File: src/rtl/cdad_pkg.sv
// ----------------------------------------------------------------------------
// cdad_pkg: shared constants, types and calendar functions
// Month lengths, the Gregorian leap rule and the date context record used
// between the front end, the queue and the month roller.
// ----------------------------------------------------------------------------
package cdad_pkg;

  localparam int DAY_W           = 5;
  localparam int MONTH_W         = 4;
  localparam int YEAR_W          = 14;
  localparam int MOD100_W        = 7;
  localparam int CENT_W          = 7;
  localparam int OFFSET_BITS_DEF = 13;
  localparam int QUEUE_DEPTH     = 2;

  localparam logic [YEAR_W-1:0]   YEAR_MAX    = YEAR_W'(9999);
  localparam logic [YEAR_W-1:0]   YEAR_MIN    = '0;
  localparam logic [MOD100_W-1:0] MOD100_LAST = MOD100_W'(99);

  // floor(y / 100) == (y * RECIP_100) >> RECIP_SHIFT for every y up to 9999
  localparam int RECIP_W     = 13;
  localparam int RECIP_SHIFT = 19;
  localparam logic [RECIP_W-1:0] RECIP_100 = RECIP_W'(5243);

  localparam logic [MONTH_W-1:0] MONTH_JAN = MONTH_W'(1);
  localparam logic [MONTH_W-1:0] MONTH_FEB = MONTH_W'(2);
  localparam logic [MONTH_W-1:0] MONTH_APR = MONTH_W'(4);
  localparam logic [MONTH_W-1:0] MONTH_JUN = MONTH_W'(6);
  localparam logic [MONTH_W-1:0] MONTH_SEP = MONTH_W'(9);
  localparam logic [MONTH_W-1:0] MONTH_NOV = MONTH_W'(11);
  localparam logic [MONTH_W-1:0] MONTH_DEC = MONTH_W'(12);

  localparam logic [DAY_W-1:0] DAY_FIRST = DAY_W'(1);
  localparam logic [DAY_W-1:0] DAY_LAST  = DAY_W'(31);

  // Month, year and the year's position in the 400-year cycle
  typedef struct packed {
    logic [MONTH_W-1:0]  month;
    logic [YEAR_W-1:0]   year;
    logic [MOD100_W-1:0] ymod100;  // year mod 100
    logic [1:0]          cmod4;    // (year / 100) mod 4
  } cdad_date_t;

  function automatic logic is_leap(input logic [MOD100_W-1:0] ymod100,
                                   input logic [1:0] cmod4);
    logic leap;
    if (ymod100 == '0) begin
      leap = (cmod4 == 2'd0);
    end else begin
      leap = (ymod100[1:0] == 2'd0);
    end
    return leap;
  endfunction

  function automatic logic [DAY_W-1:0] month_len(input logic [MONTH_W-1:0] m,
                                                 input logic leap);
    logic [DAY_W-1:0] len;
    if (m == MONTH_APR || m == MONTH_JUN || m == MONTH_SEP || m == MONTH_NOV) begin
      len = DAY_W'(30);
    end else if (m == MONTH_FEB) begin
      len = leap ? DAY_W'(29) : DAY_W'(28);
    end else begin
      len = DAY_W'(31);
    end
    return len;
  endfunction

endpackage

File: src/rtl/cdad_front.sv
// ----------------------------------------------------------------------------
// cdad_front: request intake and date correction
// Clamp month, year and day into range, place the year in the 400-year cycle
// and add the offset to the day, then hand the request to the queue.
// ----------------------------------------------------------------------------
module cdad_front #(
  parameter int OFFSET_BITS = cdad_pkg::OFFSET_BITS_DEF
) (
  input  logic                              clk,
  input  logic                              rst,
  input  logic                              in_valid,
  output logic                              in_ready,
  input  logic [cdad_pkg::DAY_W-1:0]        day_in,
  input  logic [cdad_pkg::MONTH_W-1:0]      month_in,
  input  logic [cdad_pkg::YEAR_W-1:0]       year_in,
  input  logic signed [OFFSET_BITS-1:0]     day_offset,
  output logic                              out_valid,
  input  logic                              out_ready,
  output cdad_pkg::cdad_date_t              out_date,
  output logic signed [OFFSET_BITS:0]       out_day
);
  import cdad_pkg::*;

  localparam int DW     = OFFSET_BITS + 1;
  localparam int PROD_W = YEAR_W + RECIP_W;

  // stage 1: request with month and year clamped, and century
  logic                          s1_valid;
  logic [DAY_W-1:0]              s1_day;
  logic [MONTH_W-1:0]            s1_month;
  logic [YEAR_W-1:0]             s1_year;
  logic signed [OFFSET_BITS-1:0] s1_off;
  logic [CENT_W-1:0]             s1_cent;

  logic [MONTH_W-1:0] month_c;
  logic [YEAR_W-1:0]  year_c;
  logic [PROD_W-1:0]  cent_prod;

  logic [YEAR_W-1:0]   cent100;
  logic [YEAR_W-1:0]   rem100;
  logic [MOD100_W-1:0] ymod100;
  logic                leap;
  logic [DAY_W-1:0]    len;
  logic [DAY_W-1:0]    day_c;

  always_comb begin
    if (month_in == '0) begin
      month_c = MONTH_JAN;
    end else if (month_in > MONTH_DEC) begin
      month_c = MONTH_DEC;
    end else begin
      month_c = month_in;
    end
    year_c    = (year_in > YEAR_MAX) ? YEAR_MAX : year_in;
    cent_prod = PROD_W'(year_c) * PROD_W'(RECIP_100);
  end

  assign in_ready = !s1_valid || out_ready;

  always_ff @(posedge clk) begin
    if (rst) begin
      s1_valid <= 1'b0;
    end else if (in_ready) begin
      s1_valid <= in_valid;
    end
    if (in_ready && in_valid) begin
      s1_day   <= day_in;
      s1_month <= month_c;
      s1_year  <= year_c;
      s1_off   <= day_offset;
      s1_cent  <= cent_prod[RECIP_SHIFT +: CENT_W];
    end
  end

  // stage 2: leap status, day clamp, offset add
  always_comb begin
    cent100 = YEAR_W'(s1_cent) * YEAR_W'(100);
    rem100  = s1_year - cent100;
    ymod100 = rem100[MOD100_W-1:0];
    leap    = is_leap(ymod100, s1_cent[1:0]);
    len     = month_len(s1_month, leap);
    if (s1_day == '0) begin
      day_c = DAY_FIRST;
    end else if (s1_day > len) begin
      day_c = len;
    end else begin
      day_c = s1_day;
    end
  end

  assign out_valid        = s1_valid;
  assign out_date.month   = s1_month;
  assign out_date.year    = s1_year;
  assign out_date.ymod100 = ymod100;
  assign out_date.cmod4   = s1_cent[1:0];
  assign out_day = DW'(s1_off) + signed'({{(DW-DAY_W){1'b0}}, day_c});

endmodule

File: src/rtl/cdad_queue.sv
// ----------------------------------------------------------------------------
// cdad_queue: short request queue
// Small register FIFO between the front end and the month roller.
// ----------------------------------------------------------------------------
module cdad_queue #(
  parameter int WIDTH = 8,
  parameter int DEPTH = cdad_pkg::QUEUE_DEPTH
) (
  input  logic             clk,
  input  logic             rst,
  input  logic             wr_en,
  input  logic [WIDTH-1:0] wr_data,
  input  logic             rd_en,
  output logic [WIDTH-1:0] rd_data,
  output logic             full,
  output logic             empty
);
  import cdad_pkg::*;

  localparam int PTR_W = (DEPTH > 1) ? $clog2(DEPTH) : 1;
  localparam int CNT_W = $clog2(DEPTH + 1);

  logic [WIDTH-1:0] mem [DEPTH];
  logic [PTR_W-1:0] wr_ptr;
  logic [PTR_W-1:0] rd_ptr;
  logic [CNT_W-1:0] count;

  assign full    = (count == CNT_W'(DEPTH));
  assign empty   = (count == '0);
  assign rd_data = mem[rd_ptr];

  always_ff @(posedge clk) begin
    if (rst) begin
      wr_ptr <= '0;
      rd_ptr <= '0;
      count  <= '0;
    end else begin
      if (wr_en) begin
        wr_ptr <= (wr_ptr == PTR_W'(DEPTH - 1)) ? '0 : wr_ptr + 1'b1;
      end
      if (rd_en) begin
        rd_ptr <= (rd_ptr == PTR_W'(DEPTH - 1)) ? '0 : rd_ptr + 1'b1;
      end
      if (wr_en && !rd_en) begin
        count <= count + 1'b1;
      end else if (rd_en && !wr_en) begin
        count <= count - 1'b1;
      end
    end
    if (wr_en) begin
      mem[wr_ptr] <= wr_data;
    end
  end

endmodule

File: src/rtl/cdad_roller.sv
// ----------------------------------------------------------------------------
// cdad_roller: month-by-month date roller
// Take one request from the queue, carry the day count across one month per
// cycle forward or back, saturate at the year range ends, register result.
// ----------------------------------------------------------------------------
module cdad_roller #(
  parameter int OFFSET_BITS = cdad_pkg::OFFSET_BITS_DEF
) (
  input  logic                         clk,
  input  logic                         rst,
  input  logic                         q_empty,
  output logic                         q_pop,
  input  cdad_pkg::cdad_date_t         q_date,
  input  logic signed [OFFSET_BITS:0]  q_day,
  output logic                         res_valid,
  input  logic                         res_ready,
  output logic [cdad_pkg::DAY_W-1:0]   day_out,
  output logic [cdad_pkg::MONTH_W-1:0] month_out,
  output logic [cdad_pkg::YEAR_W-1:0]  year_out,
  output logic                         year_overflow
);
  import cdad_pkg::*;

  localparam int DW = OFFSET_BITS + 1;

  typedef enum logic {ST_IDLE, ST_RUN} state_t;

  state_t                state;
  logic signed [DW-1:0]  d;
  cdad_date_t            dt;
  logic                  ovf;

  logic                  leap;
  logic [DAY_W-1:0]      len;
  logic [DAY_W-1:0]      prev_len;
  logic                  fwd;
  logic                  bwd;
  logic                  done;
  logic                  emit;

  always_comb begin
    leap     = is_leap(dt.ymod100, dt.cmod4);
    len      = month_len(dt.month, leap);
    prev_len = (dt.month == MONTH_JAN) ? DAY_LAST : month_len(dt.month - 1'b1, leap);
    fwd      = d > signed'({{(DW-DAY_W){1'b0}}, len});
    bwd      = d[DW-1] || (d == '0);
    done     = !fwd && !bwd;
    emit     = (state == ST_RUN) && done && (!res_valid || res_ready);
  end

  assign q_pop = (state == ST_IDLE) && !q_empty;

  always_ff @(posedge clk) begin
    if (rst) begin
      state     <= ST_IDLE;
      res_valid <= 1'b0;
    end else begin
      if (emit) begin
        res_valid <= 1'b1;
      end else if (res_ready) begin
        res_valid <= 1'b0;
      end
      unique case (state)
        ST_IDLE: begin
          if (!q_empty) begin
            d     <= q_day;
            dt    <= q_date;
            ovf   <= 1'b0;
            state <= ST_RUN;
          end
        end
        ST_RUN: begin
          if (done) begin
            // hold here until the result register frees up
            if (emit) begin
              day_out       <= d[DAY_W-1:0];
              month_out     <= dt.month;
              year_out      <= dt.year;
              year_overflow <= ovf;
              state         <= ST_IDLE;
            end
          end else if (fwd) begin
            if (dt.month == MONTH_DEC && dt.year == YEAR_MAX) begin
              d        <= DW'(DAY_LAST);
              ovf      <= 1'b1;
            end else if (dt.month == MONTH_DEC) begin
              d        <= d - DW'(len);
              dt.month <= MONTH_JAN;
              dt.year  <= dt.year + 1'b1;
              if (dt.ymod100 == MOD100_LAST) begin
                dt.ymod100 <= '0;
                dt.cmod4   <= dt.cmod4 + 1'b1;
              end else begin
                dt.ymod100 <= dt.ymod100 + 1'b1;
              end
            end else begin
              d        <= d - DW'(len);
              dt.month <= dt.month + 1'b1;
            end
          end else begin
            if (dt.month == MONTH_JAN && dt.year == YEAR_MIN) begin
              d        <= DW'(DAY_FIRST);
              ovf      <= 1'b1;
            end else if (dt.month == MONTH_JAN) begin
              d        <= d + DW'(DAY_LAST);
              dt.month <= MONTH_DEC;
              dt.year  <= dt.year - 1'b1;
              if (dt.ymod100 == '0) begin
                dt.ymod100 <= MOD100_LAST;
                dt.cmod4   <= dt.cmod4 - 1'b1;
              end else begin
                dt.ymod100 <= dt.ymod100 - 1'b1;
              end
            end else begin
              d        <= d + DW'(prev_len);
              dt.month <= dt.month - 1'b1;
            end
          end
        end
        default: state <= ST_IDLE;
      endcase
    end
  end

endmodule

File: src/rtl/calendar_date_add_days_unit.sv
// The month roller works on one request at a time and crosses one month boundary
//   per cycle, a step that saturates the year taking the place of a crossing.
// The front end accepts while the roller works; a two-entry queue parts them.
// Reset: synchronous, active high; clears handshake state, queue and roller.
// ----------------------------------------------------------------------------
// calendar_date_add_days_unit: Gregorian date plus signed day offset
// Corrects the starting date into range, then rolls months and years with the
// Gregorian leap rule; a year leaving 0..9999 saturates and raises a flag.
// ----------------------------------------------------------------------------
module calendar_date_add_days_unit #(
  parameter int OFFSET_BITS = cdad_pkg::OFFSET_BITS_DEF
) (
  input  logic        clk,
  input  logic        rst,
  // slave side: date and offset request
  input  logic        s_tvalid,
  output logic        s_tready,
  // [4:0] day_in, [8:5] month_in, [22:9] year_in,
  // [22+OFFSET_BITS:23] day_offset, zero pad to whole bytes
  input  logic [((cdad_pkg::DAY_W + cdad_pkg::MONTH_W + cdad_pkg::YEAR_W
                  + OFFSET_BITS + 7) / 8) * 8 - 1:0] s_tdata,
  // master side: resulting date
  output logic        m_tvalid,
  input  logic        m_tready,
  // [4:0] day_out, [8:5] month_out, [22:9] year_out, [23] zero pad
  output logic [23:0] m_tdata,
  // [0] year_overflow
  output logic        m_tuser
);
  import cdad_pkg::*;

  localparam int DW      = OFFSET_BITS + 1;
  localparam int MO_LSB  = DAY_W;
  localparam int YR_LSB  = DAY_W + MONTH_W;
  localparam int OFF_LSB = DAY_W + MONTH_W + YEAR_W;
  localparam int Q_W     = $bits(cdad_date_t) + DW;

  // request fields
  logic [DAY_W-1:0]              day_in;
  logic [MONTH_W-1:0]            month_in;
  logic [YEAR_W-1:0]             year_in;
  logic signed [OFFSET_BITS-1:0] day_offset;

  assign day_in     = s_tdata[DAY_W-1:0];
  assign month_in   = s_tdata[MO_LSB +: MONTH_W];
  assign year_in    = s_tdata[YR_LSB +: YEAR_W];
  assign day_offset = s_tdata[OFF_LSB +: OFFSET_BITS];

  // front end to queue
  logic                  fe_valid;
  logic                  fe_ready;
  cdad_date_t            fe_date;
  logic signed [DW-1:0]  fe_day;

  // queue to roller
  logic                  q_wr;
  logic                  q_rd;
  logic                  q_full;
  logic                  q_empty;
  logic [Q_W-1:0]        q_rdata;
  cdad_date_t            q_date;
  logic signed [DW-1:0]  q_day;

  // result
  logic [DAY_W-1:0]      day_out;
  logic [MONTH_W-1:0]    month_out;
  logic [YEAR_W-1:0]     year_out;
  logic                  year_overflow;

  cdad_front #(
    .OFFSET_BITS (OFFSET_BITS)
  ) u_front (
    .clk        (clk),
    .rst        (rst),
    .in_valid   (s_tvalid),
    .in_ready   (s_tready),
    .day_in     (day_in),
    .month_in   (month_in),
    .year_in    (year_in),
    .day_offset (day_offset),
    .out_valid  (fe_valid),
    .out_ready  (fe_ready),
    .out_date   (fe_date),
    .out_day    (fe_day)
  );

  // push whenever the front end holds a request and the queue has room
  assign fe_ready = !q_full;
  assign q_wr     = fe_valid && !q_full;

  cdad_queue #(
    .WIDTH (Q_W),
    .DEPTH (QUEUE_DEPTH)
  ) u_queue (
    .clk     (clk),
    .rst     (rst),
    .wr_en   (q_wr),
    .wr_data ({fe_date, fe_day}),
    .rd_en   (q_rd),
    .rd_data (q_rdata),
    .full    (q_full),
    .empty   (q_empty)
  );

  assign q_date = q_rdata[Q_W-1:DW];
  assign q_day  = q_rdata[DW-1:0];

  cdad_roller #(
    .OFFSET_BITS (OFFSET_BITS)
  ) u_roller (
    .clk           (clk),
    .rst           (rst),
    .q_empty       (q_empty),
    .q_pop         (q_rd),
    .q_date        (q_date),
    .q_day         (q_day),
    .res_valid     (m_tvalid),
    .res_ready     (m_tready),
    .day_out       (day_out),
    .month_out     (month_out),
    .year_out      (year_out),
    .year_overflow (year_overflow)
  );

  assign m_tdata = {1'b0, year_out, month_out, day_out};
  assign m_tuser = year_overflow;

`ifndef NO_ASSERTIONS
  // roller never pops an empty queue
  a_pop_nonempty: assert property (@(posedge clk) disable iff (rst)
    q_rd |-> !q_empty)
    else $error("roller popped an empty queue");

  // result date stays within the calendar
  a_result_range: assert property (@(posedge clk) disable iff (rst)
    m_tvalid |-> (year_out <= YEAR_MAX) && (month_out >= MONTH_JAN)
                 && (month_out <= MONTH_DEC) && (day_out != '0))
    else $error("result date out of range");

  // a saturated result is one of the two range-end dates
  a_ovf_saturate: assert property (@(posedge clk) disable iff (rst)
    (m_tvalid && year_overflow) |->
      ((year_out == YEAR_MAX) && (month_out == MONTH_DEC) && (day_out == DAY_LAST))
      || ((year_out == YEAR_MIN) && (month_out == MONTH_JAN) && (day_out == DAY_FIRST)))
    else $error("overflow flag without saturated date");

  // a queue that is full cannot also be empty
  a_queue_flags: assert property (@(posedge clk) disable iff (rst)
    !(q_full && q_empty))
    else $error("queue reports full and empty");
`endif

endmodule
File: config.mk
export PLATFORM = sky130hd
export DESIGN_NAME = calendar_date_add_days_unit
export DESIGN_NICKNAME = d
export VERILOG_FILES = /design/src/rtl/cdad_pkg.sv /design/src/rtl/cdad_front.sv /design/src/rtl/cdad_queue.sv /design/src/rtl/cdad_roller.sv /design/src/rtl/calendar_date_add_days_unit.sv
export SDC_FILE = /design/constraint.sdc
export NUM_CORES = 1
export LEC_CHECK = 0
export ABC_AREA = 0
export BUFFER_PORTS_ARGS = -buffer_cell sky130_fd_sc_hd__buf_2
export CORE_ASPECT_RATIO = 0.6
export CORE_MARGIN = 2
export CORE_UTILIZATION = 25
export CTS_BUF_LIST = sky130_fd_sc_hd__clkbuf_4
export CTS_CLUSTER_DIAMETER = 30
export DETAILED_ROUTE_END_ITERATION = 16
export GPL_ROUTABILITY_DRIVEN = 0
export GPL_TIMING_DRIVEN = 0
export MAX_ROUTING_LAYER = met4
export PLACE_DENSITY = 0.38
export SLEW_MARGIN = 20
export SYNTH_ARGS = -nofsm -noshare
export SYNTH_HDL_FRONTEND = slang
export SYNTH_SLANG_ARGS = --single-unit
File: constraint.sdc
create_clock -name clk -period 5.3 [get_ports clk]
set_clock_uncertainty 0.1 [all_clocks]
set_input_delay 0 -clock clk [delete_from_list [all_inputs] [get_ports clk]]
set_output_delay 0 -clock clk [all_outputs]
set_load 0.005 [all_outputs]
==> impl_metrics.toml <==
[clocking]
cts_buffers = 17
tritoncts = "done"
htreeDepth = 4
cts.path.max_buffers = 2
clk_pin_slew_ns = 0.19
cts_sinks = 193
clk_latency_ns = 0.68
root_buffer = "clkbuf_4"

[timing]
worst_pin_slew_ns = 1.11
post-route-min-period_ns = 5.14
fmax_ghz = 0.195
setup_viol = 0
period_share_pct = 97.0
hold_viol_final = 0
slew_headroom_pct = 25.0
drv_slew = 0

[synthesis]
syn_avg_cell_area_um2 = 11.2
async_flop_share_pct = 0
synth.distinct_cells = 69
synth_top_area_share_pct = 43.3
synth_ff_type = "edfxtp_1"
synth-edff-count = 185
post-synth-top-area-cell = "edfxtp_1"
synth-seq-area-share_pct = 44.6
synth-seq-cells = 193
synth_area_leaders = "edfxtp_1 43%, ha_1 12%, fa_1 8.4%, xnor2_1 4.6%, inv_1 3.7%"
synth_cells = 1146
syn_area_um2 = 12800
yosysWarnings = 0

[worst_setup_path]
r2r_end = "u_roller.dt[22]"
crit_arrival_ns = 5.49
startpoint_type = "register"
critPathBufInv = 5
required_ns = 5.64
cp_slowest_cell = "edfxtp_1"
path_delay_family = "simple AND/OR/NAND/NOR gates"
max_stage_delay_ns = 0.47
path_cells = "inv_2 > ha_4 > or3b_4 > or4_4 > o21ai_4 > nand2_1 > nand2_1 > o21ai_1 > ha_2 > inv_2 > fa_2 > and4_1 > buf_6 > a2111oi_4 > nor2_4 > inv_4 > buf_12 > ha_1 > o21ai_2 > nor3_1 > nand3b_1 > a21o_1 > a2111oi_4 > and3b_1"
regToRegSetupSlack_ns = 0.16
reg2reg_depth = 24
r2r-start = "u_roller.dt[2]"
critical_path_class = "reg2reg"
cp_max_fo = 5
critPathCaptureType = "register"

[drt]
finalWirelength_um = 35800
drt_iter0_drc = 667
wl_per_cell_um = 17.7
vias_per_cell = 4.45
drtPass1Iterations = 5
drtAntennaViolNets = 0
vias = 9016
drc = 0

[status]
status = "finished, final reports clean"

[placement]
hpwl_um = 27200
dp.cells = 1902
io_buffers = 58

[cells_and_area]
final_common_cell = "edfxtp_1"
stdcell_count = 2028
layout.nets = 1536
layout_common_cells = "185 x edfxtp_1, 124 x inv_1, 113 x ha_1"
area_delta_synth_final_pct = 21.9
drive_gt1_share_pct = 15.9
fin_util_pct = 30.8

[power_and_ir_drop]
p_sw_share_pct = 44.7
p_int_w = 0.00399
clkPwrFrac_pct = 12.0
p_seq_share_pct = 31.8
ir_drop_mv = 0.154
p_comb_share_pct = 56.2
powerDensity_nw_per_um2 = 462
power.leakage_nw = 6.05
power.switching_w = 0.00323

[global_route]
groute.usage.overall_pct = 14.3
antenna_found_initial = 2
grt_pass1_wl_um = 54200
gr-total-overflow = 0
grt_max_degree = 42
grt_pass1_vias = 8618

[min_path]
hold_class = "in2reg"
hold_path_depth = 3
worstHoldStart = "s_tdata[13]"
min_to = "u_front.s1_year[4]"

[job]
maxCapViolCount = 0

[floorplanning]
die_h_um = 179
fp.dieW_um = 296
die_area_um2 = 53200
initial_utilization_pct = 25.2
core_area_um2 = 50800
rows = 64
io_pins = 71
## Yosys cell counts (26+ instances only)
cell,instances
clkbuf_1,43
inv_1,127
ha_1,120
edfxtp_1,185
o21ai_0,57
nand2_1,67
fa_1,54
a21oi_1,45
mux2i_1,26
xnor2_1,68
nor2_1,55
## layout make-up
class	count	area [µm²]
Tap cell	693	867
Sequential cell	193	5720
Multi-Input combinational cell	773	6750
Clock inverter	15	186
Clock buffer	17	128
Inverter	128	483
Antenna cell	4	10.0
Fill cell	5301	35100
Timing Repair Buffer	153	1220
Buffer	52	256
## kinds of logic after synthesis
| kind of cell | after synthesis | synth area share [%] |
|---|---|---|
| other | 1 | 0.0293 |
| DFF | 193 | 44.6 |
| muxes | 30 | 2.38 |
| adders and majority gates | 174 | 20.1 |
| and+or+nand+nor | 269 | 10.7 |
| xor gates and xnor gates | 85 | 5.81 |
| AOI/OAI and AO/OA | 212 | 10.8 |
| buffers and inverters | 182 | 5.48 |
## timing repair
| item | in CTS | in global routing |
|---|---|---|
| endpoints found under the hold margin | 131 | 1 |
| hold buffers | 57 | 1 |
| gates resized for setup | 36 | 41 |
| gates cloned | 2 | 1 |
| buffers inserted | 21 | 10 |
| pin swaps | 23 | 19 |
| setup endpoints to repair | 59 | 39 |
## sequential cells by signal, summed over array words and instances (netlist names), 2 cells and up, named ones only
name and flops:
u_front.s1_year 14, u_front.s1_off 13, u_roller.year_out 14, u_roller.month_out 4
u_front.s1_cent 5, u_roller.d 14, u_front.s1_day 5, u_front.s1_month 4
u_queue.count 2, u_queue.mem 78, u_roller.day_out 5, u_roller.dt 27
## worst reg2reg max path, cell delays in order (launching register included)
cell and delay (ns):
edfxtp_1 0.47, inv_2 0.09, ha_4 0.12, or3b_4 0.38, or4_4 0.46, o21ai_4 0.22, nand2_1 0.07, nand2_1 0.06
o21ai_1 0.07, ha_2 0.21, inv_2 0.05, fa_2 0.18, and4_1 0.19, buf_6 0.12, a2111oi_4 0.08, nor2_4 0.19
inv_4 0.07, buf_12 0.14, ha_1 0.38, o21ai_2 0.19, nor3_1 0.07, nand3b_1 0.20, a21o_1 0.26, a2111oi_4 0.36
and3b_1 0.21
## stage by stage
step / setup slack (ns) / power, W / setup TNS, ns / hold WS (ns) / cell area, µm²
after floorplan: 0.0463 / 0.00481 / 0 / -0.00113 / 12900
after global placement: -1.39 / 0.00592 / -53.92 / 0.0777 / 14100
after detailed placement: -1.44 / 0.00593 / -36.93 / 0.0791 / 14200
after CTS: 0.0111 / 0.00706 / 0 / 0.00953 / 15400
after global routing: -0.0621 / 0.00793 / -0.0769 / 0.0119 / 15600
final: 0.159 / 0.00722 / 0 / 0.0327 / 15600
## worst max path at each step
stage | from | cells after the start | slack [ns] | end
after CTS | u_front.s1_cent[0] | 20 | 0.01 | u_queue.mem[0][8]
after global routing | u_roller.dt[2] | 24 | -0.06 | u_roller.dt[22]
after detailed placement | s_tdata[13] | 24 | -1.44 | u_front.s1_cent[3]
final | u_roller.dt[2] | 24 | 0.16 | u_roller.dt[22]
after floorplan | s_tdata[13] | 24 | 0.05 | u_front.s1_cent[4]
after global placement | s_tdata[13] | 24 | -1.39 | u_front.s1_cent[3]
## metal layers
metal	vias to the layer above	part of all wire, %	GRT usage (%)
met2	164	36	16.8
met1	4410	59	24.1
met4	0	0.61	1.94
met5	-	0	-
li1	4430	-	-
met3	12	4.7	2.86
## power groups by stage
stage | Clock (W) | Combinational (W) | Sequential, W
after floorplan | 0 | 0.00255 | 0.00226
after global placement | 0 | 0.00357 | 0.00235
after detailed placement | 0 | 0.00359 | 0.00234
after CTS | 0.000901 | 0.00386 | 0.00230
after global routing | 0.000964 | 0.00463 | 0.00233
final | 0.000867 | 0.00406 | 0.00230
Power figures use the tool's default switching activity.
